<file path="src/hdl/ttl_pkg.sv">
// Package for the text token lexer: transaction payload types, lexer mode
// and result kind codes, configuration register indexes and reset values.
// No dependencies.
`default_nettype none

package ttl_pkg;

  localparam int unsigned CfgIdxW = 8;

  localparam logic [CfgIdxW-1:0] REG_COMMENT_A = CfgIdxW'(0);
  localparam logic [CfgIdxW-1:0] REG_COMMENT_B = CfgIdxW'(1);
  localparam logic [CfgIdxW-1:0] REG_QUOTE     = CfgIdxW'(2);
  localparam logic [CfgIdxW-1:0] REG_ESCAPE    = CfgIdxW'(3);

  localparam logic [7:0] RST_COMMENT_A = 8'h2A;
  localparam logic [7:0] RST_COMMENT_B = 8'h23;
  localparam logic [7:0] RST_QUOTE     = 8'h22;
  localparam logic [7:0] RST_ESCAPE    = 8'h5C;

  localparam logic [7:0] CHAR_SP = 8'h20;
  localparam logic [7:0] CHAR_HT = 8'h09;
  localparam logic [7:0] CHAR_LF = 8'h0A;
  localparam logic [7:0] CHAR_VT = 8'h0B;
  localparam logic [7:0] CHAR_FF = 8'h0C;
  localparam logic [7:0] CHAR_CR = 8'h0D;

  typedef enum logic [2:0] {
    MODE_IDLE    = 3'd0,
    MODE_COMMENT = 3'd1,
    MODE_PLAIN   = 3'd2,
    MODE_QUOTED  = 3'd3,
    MODE_ESCAPED = 3'd4
  } ttl_mode_e;

  typedef enum logic [1:0] {
    KIND_BYTE   = 2'd0,
    KIND_TOKEN  = 2'd1,
    KIND_STREAM = 2'd2
  } ttl_kind_e;

  typedef struct packed {
    logic [7:0] data_byte;
    logic       end_of_input;
  } ttl_in_t;

  typedef struct packed {
    ttl_kind_e  kind;
    logic [7:0] token_byte;
    logic       was_quoted;
    logic       last;
  } ttl_out_t;

  typedef struct packed {
    logic [7:0] comment_char_a;
    logic [7:0] comment_char_b;
    logic [7:0] quote_char;
    logic [7:0] escape_char;
  } ttl_cfg_t;

  // Results produced by one input item: a count of zero to two and the slots.
  typedef struct packed {
    logic [1:0] count;
    ttl_out_t   res0;
    ttl_out_t   res1;
  } ttl_step_t;

  function automatic ttl_out_t ttl_make(ttl_kind_e kind, logic [7:0] data, logic quoted);
    ttl_out_t r;
    r.kind       = kind;
    r.token_byte = data;
    r.was_quoted = quoted;
    r.last       = 1'b0;
    return r;
  endfunction

endpackage

`default_nettype wire

</file>
<file path="src/hdl/text_token_lexer_core.sv">
// Top level of the text token lexer: input register, configuration
// registers, lexer mode register, step logic and result holder.
// Depends on ttl_pkg, ttl_step and ttl_out_buf.
//
// Usage: text bytes arrive on the input channel (in_valid_i/in_ready_o),
// one transaction per byte, or one transaction with end_of_input set to
// close a stream. The output channel (out_valid_o/out_ready_i) carries
// token bytes, token-end marks and a stream-end mark; the last result of
// each input item has its last flag set. Items that yield no result, such
// as whitespace or comment text, produce no output transaction.
// The configuration channel (cfg_valid_i/cfg_ready_o) writes the comment,
// quote and escape characters by index; it is always ready and is meant
// to be used while no item is in flight. Indexes beyond the list are ignored.
// The first result of an item passes the input register, then the result
// holder. One input item is taken per cycle while the receiver is ready;
// only an end of input that closes an open token yields two results and
// then holds the input, set by the single output port of the two-slot holder.
// Reset clears the mode to idle between tokens, loads the default
// characters and empties both the input register and the result holder.
// When the receiver stalls, results wait in the holder, the input register
// then fills and in_ready_o drops until results drain.
`default_nettype none

module text_token_lexer_core
  import ttl_pkg::*;
(
  input  logic               clk_i,
  input  logic               rst_ni,
  input  logic               in_valid_i,
  output logic               in_ready_o,
  input  ttl_in_t            in_data_i,
  output logic               out_valid_o,
  input  logic               out_ready_i,
  output ttl_out_t           out_data_o,
  input  logic               cfg_valid_i,
  output logic               cfg_ready_o,
  input  logic [CfgIdxW-1:0] cfg_index_i,
  input  logic [7:0]         cfg_data_i
);

  ttl_cfg_t  cfg_q;
  ttl_mode_e mode_q, mode_d;
  logic      in_valid_q;
  ttl_in_t   in_data_q;
  ttl_step_t step;
  logic      can_load;
  logic      proc_fire;

  assign cfg_ready_o = 1'b1;

  // Configuration registers, written by index.
  always_ff @(posedge clk_i or negedge rst_ni) begin
    if (!rst_ni) begin
      cfg_q.comment_char_a <= RST_COMMENT_A;
      cfg_q.comment_char_b <= RST_COMMENT_B;
      cfg_q.quote_char     <= RST_QUOTE;
      cfg_q.escape_char    <= RST_ESCAPE;
    end else if (cfg_valid_i) begin
      case (cfg_index_i)
        REG_COMMENT_A: cfg_q.comment_char_a <= cfg_data_i;
        REG_COMMENT_B: cfg_q.comment_char_b <= cfg_data_i;
        REG_QUOTE:     cfg_q.quote_char     <= cfg_data_i;
        REG_ESCAPE:    cfg_q.escape_char    <= cfg_data_i;
        default: begin
        end
      endcase
    end
  end

  // The registered item is processed once the holder can take its results;
  // an item with no results never waits.
  assign proc_fire  = in_valid_q && ((step.count == 2'd0) || can_load);
  assign in_ready_o = !in_valid_q || proc_fire;

  always_ff @(posedge clk_i or negedge rst_ni) begin
    if (!rst_ni) begin
      in_valid_q <= 1'b0;
    end else if (in_ready_o) begin
      in_valid_q <= in_valid_i;
    end
  end

  always_ff @(posedge clk_i) begin
    if (in_ready_o && in_valid_i) begin
      in_data_q <= in_data_i;
    end
  end

  ttl_step u_step (
    .mode_i (mode_q),
    .cfg_i  (cfg_q),
    .item_i (in_data_q),
    .step_o (step),
    .mode_o (mode_d)
  );

  // The mode advances only when the item's results have been committed.
  always_ff @(posedge clk_i or negedge rst_ni) begin
    if (!rst_ni) begin
      mode_q <= MODE_IDLE;
    end else if (proc_fire) begin
      mode_q <= mode_d;
    end
  end

  ttl_out_buf u_out_buf (
    .clk_i       (clk_i),
    .rst_ni      (rst_ni),
    .load_i      (proc_fire),
    .step_i      (step),
    .can_load_o  (can_load),
    .out_valid_o (out_valid_o),
    .out_ready_i (out_ready_i),
    .out_data_o  (out_data_o)
  );

endmodule

`default_nettype wire

</file>
<file path="src/hdl/ttl_step.sv">
// Combinational lexer step: classifies one input item against the current
// mode and configuration and gives the results and the next mode. Uses ttl_pkg.
`default_nettype none

module ttl_step
  import ttl_pkg::*;
(
  input  ttl_mode_e mode_i,
  input  ttl_cfg_t  cfg_i,
  input  ttl_in_t   item_i,
  output ttl_step_t step_o,
  output ttl_mode_e mode_o
);

  logic [7:0] c;
  logic       is_space;
  logic       is_comment;
  logic       is_eol;

  assign c          = item_i.data_byte;
  assign is_eol     = (c == CHAR_LF) || (c == CHAR_CR);
  assign is_space   = is_eol || (c == CHAR_SP) || (c == CHAR_HT) ||
                      (c == CHAR_VT) || (c == CHAR_FF);
  assign is_comment = (c == cfg_i.comment_char_a) || (c == cfg_i.comment_char_b);

  always_comb begin
    step_o = '0;
    mode_o = mode_i;
    if (item_i.end_of_input) begin
      mode_o = MODE_IDLE;
      case (mode_i)
        MODE_PLAIN: begin
          step_o.count = 2'd2;
          step_o.res0  = ttl_make(KIND_TOKEN, 8'h00, 1'b0);
          step_o.res1  = ttl_make(KIND_STREAM, 8'h00, 1'b0);
        end
        MODE_QUOTED, MODE_ESCAPED: begin
          step_o.count = 2'd2;
          step_o.res0  = ttl_make(KIND_TOKEN, 8'h00, 1'b1);
          step_o.res1  = ttl_make(KIND_STREAM, 8'h00, 1'b0);
        end
        default: begin
          step_o.count = 2'd1;
          step_o.res0  = ttl_make(KIND_STREAM, 8'h00, 1'b0);
        end
      endcase
    end else begin
      case (mode_i)
        MODE_COMMENT: begin
          if (is_eol) begin
            mode_o = MODE_IDLE;
          end
        end
        MODE_PLAIN: begin
          step_o.count = 2'd1;
          if (is_space) begin
            step_o.res0 = ttl_make(KIND_TOKEN, 8'h00, 1'b0);
            mode_o      = MODE_IDLE;
          end else if (is_comment) begin
            step_o.res0 = ttl_make(KIND_TOKEN, 8'h00, 1'b0);
            mode_o      = MODE_COMMENT;
          end else begin
            step_o.res0 = ttl_make(KIND_BYTE, c, 1'b0);
          end
        end
        MODE_QUOTED: begin
          if (c == cfg_i.quote_char) begin
            step_o.count = 2'd1;
            step_o.res0  = ttl_make(KIND_TOKEN, 8'h00, 1'b1);
            mode_o       = MODE_IDLE;
          end else if (c == cfg_i.escape_char) begin
            mode_o = MODE_ESCAPED;
          end else begin
            step_o.count = 2'd1;
            step_o.res0  = ttl_make(KIND_BYTE, c, 1'b1);
          end
        end
        MODE_ESCAPED: begin
          step_o.count = 2'd1;
          step_o.res0  = ttl_make(KIND_BYTE, c, 1'b1);
          mode_o       = MODE_QUOTED;
        end
        default: begin
          // Idle, and any code that cannot arise, behaves as idle.
          mode_o = MODE_IDLE;
          if (is_space) begin
            mode_o = MODE_IDLE;
          end else if (is_comment) begin
            mode_o = MODE_COMMENT;
          end else if (c == cfg_i.quote_char) begin
            mode_o = MODE_QUOTED;
          end else begin
            step_o.count = 2'd1;
            step_o.res0  = ttl_make(KIND_BYTE, c, 1'b0);
            mode_o       = MODE_PLAIN;
          end
        end
      endcase
    end
    step_o.res0.last = (step_o.count == 2'd1);
    step_o.res1.last = (step_o.count == 2'd2);
  end

endmodule

`default_nettype wire

</file>
<file path="src/hdl/ttl_out_buf.sv">
// Two-slot result holder: takes the zero to two results of one item and
// presents them one per transaction on the output channel. Uses ttl_pkg.
`default_nettype none

module ttl_out_buf
  import ttl_pkg::*;
(
  input  logic      clk_i,
  input  logic      rst_ni,
  input  logic      load_i,
  input  ttl_step_t step_i,
  output logic      can_load_o,
  output logic      out_valid_o,
  input  logic      out_ready_i,
  output ttl_out_t  out_data_o
);

  logic [1:0] cnt_q, cnt_d;
  ttl_out_t   slot0_q, slot1_q;
  logic       pop;

  assign out_valid_o = (cnt_q != 2'd0);
  assign out_data_o  = slot0_q;
  assign pop         = out_valid_o && out_ready_i;
  // The holder is free for a new item once its last result leaves.
  assign can_load_o  = (cnt_q == 2'd0) || ((cnt_q == 2'd1) && pop);

  always_comb begin
    cnt_d = cnt_q;
    if (load_i && can_load_o) begin
      cnt_d = step_i.count;
    end else if (pop) begin
      cnt_d = cnt_q - 2'd1;
    end
  end

  always_ff @(posedge clk_i or negedge rst_ni) begin
    if (!rst_ni) begin
      cnt_q <= 2'd0;
    end else begin
      cnt_q <= cnt_d;
    end
  end

  always_ff @(posedge clk_i) begin
    if (load_i && can_load_o) begin
      slot0_q <= step_i.res0;
      slot1_q <= step_i.res1;
    end else if (pop) begin
      slot0_q <= slot1_q;
    end
  end

endmodule

`default_nettype wire

</file>
<file path="config.mk">
export PLATFORM = sky130hd
export DESIGN_NAME = text_token_lexer_core
export DESIGN_NICKNAME = d
export VERILOG_FILES = /design/src/hdl/ttl_pkg.sv /design/src/hdl/text_token_lexer_core.sv /design/src/hdl/ttl_step.sv /design/src/hdl/ttl_out_buf.sv
export SDC_FILE = /design/constraint.sdc
export NUM_CORES = 1
export LEC_CHECK = 0
export BUFFER_PORTS_ARGS = -buffer_cell sky130_fd_sc_hd__buf_2
export CORE_ASPECT_RATIO = 1.5
export CORE_UTILIZATION = 47
export DETAILED_ROUTE_END_ITERATION = 6
export GPL_ROUTABILITY_DRIVEN = 1
export PLACE_DENSITY = 0.69
export SETUP_SLACK_MARGIN = 0.02
export SYNTH_ARGS = -nofsm -noshare
export SYNTH_HDL_FRONTEND = slang
export SYNTH_HIERARCHICAL = 1
export SYNTH_SLANG_ARGS = --single-unit
export TNS_END_PERCENT = 20
</file>
<file path="constraint.sdc">
create_clock -name clk_i -period 5.05 [get_ports clk_i]
set_input_delay 0.2525 -clock clk_i [delete_from_list [all_inputs] [get_ports clk_i]]
set_output_delay 0.2525 -clock clk_i [all_outputs]
set_load 0.02 [all_outputs]
</file>
==> impl_metrics.toml <==
[yosys]
netlist_top_cells_area = "edfxtp_1 (26%), dfrtp_1 (17%), mux2_2 (12%), dfstp_2 (8.2%), xor2_1 (5.4%)"
synth_xor_area_share_pct = 7.72
synth.avg_cell_area_sq_um = 13.5
ys_ff_latch = 71
synth.largest_area_cell = "edfxtp_1"
synthAdderAreaFrac_pct = 0.649
async_flop_share_pct = 53.5
synth_mux_area_share_pct = 15.7
synth_enable_flop_cells = 33
ys_seq_area_share_pct = 50.7
netlist_area_sq_um = 3860
synth-simple-area-share_pct = 10.7
ys_types = 59
synth_top_area_share_pct = 25.7
yosysWarnings = 6
synth_top_family_by_area = "multiplexers"
syn_inst = 285
synth-compound-area-share_pct = 6.84
synth-main-ff-cell = "edfxtp_1"

[pwr]
leakage_nw = 1.89
clkPwrFrac_pct = 28.8
powerDensity_nw_per_um2 = 488
seqPwrFrac_pct = 41.9
ir_worst_vdd_mv = 0.240
pwr-share-comb_pct = 29.3
p_switching_mw = 0.652
total_power_mw = 2.08
switching_share_pct = 31.3
internal_power_mw = 1.43

[placed_design]
place.gp.congestion = 0.843
place_ws_ns = 1.62
hpwlAfterDp_um = 5120
dpl-instance-area_sq_um = 3980
dp.cells = 415
numPortBuffers = 43

[worst_setup_path]
end_kind = "register"
cp.arrival_ns = 3.50
slowest_stage = "edfxtp_1"
crit_buf_inv = 1
cp.required_ns = 5.13
crit_type = "register to register"
cp_top_family = "compound AO/OA/AOI/OAI gates"
cp_max_fo = 15
startpoint_type = "register"
cp_cell_sequence = "xor2_1 > nor4_1 > a22oi_1 > a311oi_1 > a211oi_1 > nor2_1 > o21ai_0 > inv_1 > nand2_4 > mux2_2"
cpPeakStageDelay_ns = 0.64

[global_route]
grt_pass1_vias = 2174
grt_pass1_wl_um = 10700
grt_util_met1_pct = 17.5
antenna_found_initial = 0
grt_max_degree = 39
grt_use_total_pct = 16.8
gr-usage-met2_pct = 29.5
grt_use_met3_pct = 4.11
grt-ovfl-total = 0
grt-busiest-layer = "met2"

[layout]
area_growth_syn_to_layout_pct = 10.6
nets = 353
fin_util_pct = 53.6
num_antenna_cells = 0
finish.instance_area_sq_um = 4270
final_common_cell = "buf_2"
drive_above_1_share_pct = 42.0
final_cell_mix = "buf_2 (43), mux2_2 (40), edfxtp_1 (33)"
stdcell_count = 431

[timing]
final-hold-violation-count = 0
final.setup_skew_ns = 0.00589
fin_tns_setup_ns = 0
max_clock_freq_mhz = 292
finalCritPeriodShare_pct = 67.8
finalCriticalPeriod_ns = 3.42
rsz0062_at_grt = "no"
relSlewSlack_pct = 44.9
worst_slew_pin_slew_ns = 0.826
slew_viol_final = 0
setup_slack_ns = 1.63
hold_slack_ns = 0.0174
finalSetupViolations = 0

[clock_tree]
path_clk_slew_ns = 0.05
cts.path.max_buffers = 2
cts_setup_buffers = 0
cts_resized = 0
clockRootBuffer = "clkbuf_16"
cts_hold_buf = 0
cts_tree = "built"
htreeDepth = 3
cts_buffers = 9
clk_latency_ns = 0.34
numClockSinks = 71

[run]
max_cap_violations = 0

[outcome]
status = "complete, no violations"

[routing]
wl_um = 6770
vias = 2265
ant_nets = 0
routedWlPerCell_um = 15.7
firstDrtPassIters = 4
initialDrtViolationCount = 95
drcViolationCount = 0
via_per_inst = 5.26

[floorplan]
dieArea_sq_um = 8580
design.core.area_sq_um = 7960
initial_utilization_pct = 48.5
row_count = 40
io_pins = 45
die_y_um = 113
die_width_um = 76.0

[worst_hold_path]
min_path_type = "primary input to asynchronous set/reset pin"
-- Yosys cell counts (all sizes together) (3+ instances only) --
cell	instances
o21ai	3
nand4	3
nand3	4
dfrtp	26
nor2	7
edfxtp	33
nor3	4
inv	8
dfstp	12
a211oi	12
xnor2	10
clkbuf	4
nor4	7
buf	23
mux2	49
a31oi	3
nand2	12
xor2	24
-- path summary, 6_finish.rpt --
| path | start | end | slack, ns | depth (start not counted) |
|---|---|---|---|---|
| max | in_data_q[3] | u_out_buf/out_data_o[8] | 1.63 | 10 |
| min | rst_ni | cfg_q[5] | 0.02 | 1 |
| max reg2reg | in_data_q[3] | u_out_buf/out_data_o[8] | 1.63 | 10 |
| min reg2reg | cfg_q[31] | cfg_q[31] | 0.52 | 1 |
| max in group asynchronous | rst_ni | cfg_q[30] | 4.51 | 1 |
| min in group clk_i | in_data_i[4] | in_data_q[4] | 0.09 | 1 |
-- layout make-up --
type	count	area (sq um)
clock inverter	4	47.5
tap	105	131
multi-input combinational	188	1650
timing repair buffer	43	215
sequential	71	1960
fill	688	3690
inverter	8	30.0
clock buffer	12	236
-- kinds of logic (layout without fill, tap and decap cells) --
kind of cell	after synthesis	in the layout
AOI/OAI and AO/OA	32	32
xor gates and xnor gates	34	34
adders and majority gates	2	2
buffers and inverters	35	67
DFF	71	71
muxes	51	51
other	2	11
and+or+nand+nor	58	58
-- power groups by stage --
stage	Combinational, mW	Clock [mW]	Sequential [mW]
5_1_grt	0.664	0.635	0.888
4_1_cts	0.616	0.613	0.874
2_1_floorplan	0.512	0	0.887
3_5_place_dp	0.613	0	0.885
6_report	0.610	0.600	0.873
3_3_place_gp	0.605	0	0.878
-- sequential cells by signal, indices dropped and copies added (netlist names) --
signal / count
in_data_q: 9
mode_q: 3
cfg_q: 32
in_valid_q: 1
u_out_buf/out_data_o: 12
u_out_buf/cnt_q: 2
u_out_buf/slot1_q: 12
-- routing by layer --
layer | up-vias | wire length, um | part of all wire (%)
met5 | - | 0 | 0
met4 | 0 | 272 | 4.0
met3 | 19 | 233 | 3.4
met2 | 57 | 3520 | 52
met1 | 1102 | 2740 | 40
li1 | 1087 | - | -
-- worst reg2reg max path, cell delays in order, from the launching register on --
cell	delay (ns)
edfxtp_1	0.64
xor2_1	0.22
nor4_1	0.07
a22oi_1	0.42
a311oi_1	0.19
a211oi_1	0.33
nor2_1	0.08
o21ai_0	0.41
inv_1	0.17
nand2_4	0.24
mux2_2	0.38
Note: power is estimated with default switching activity, not from simulation.
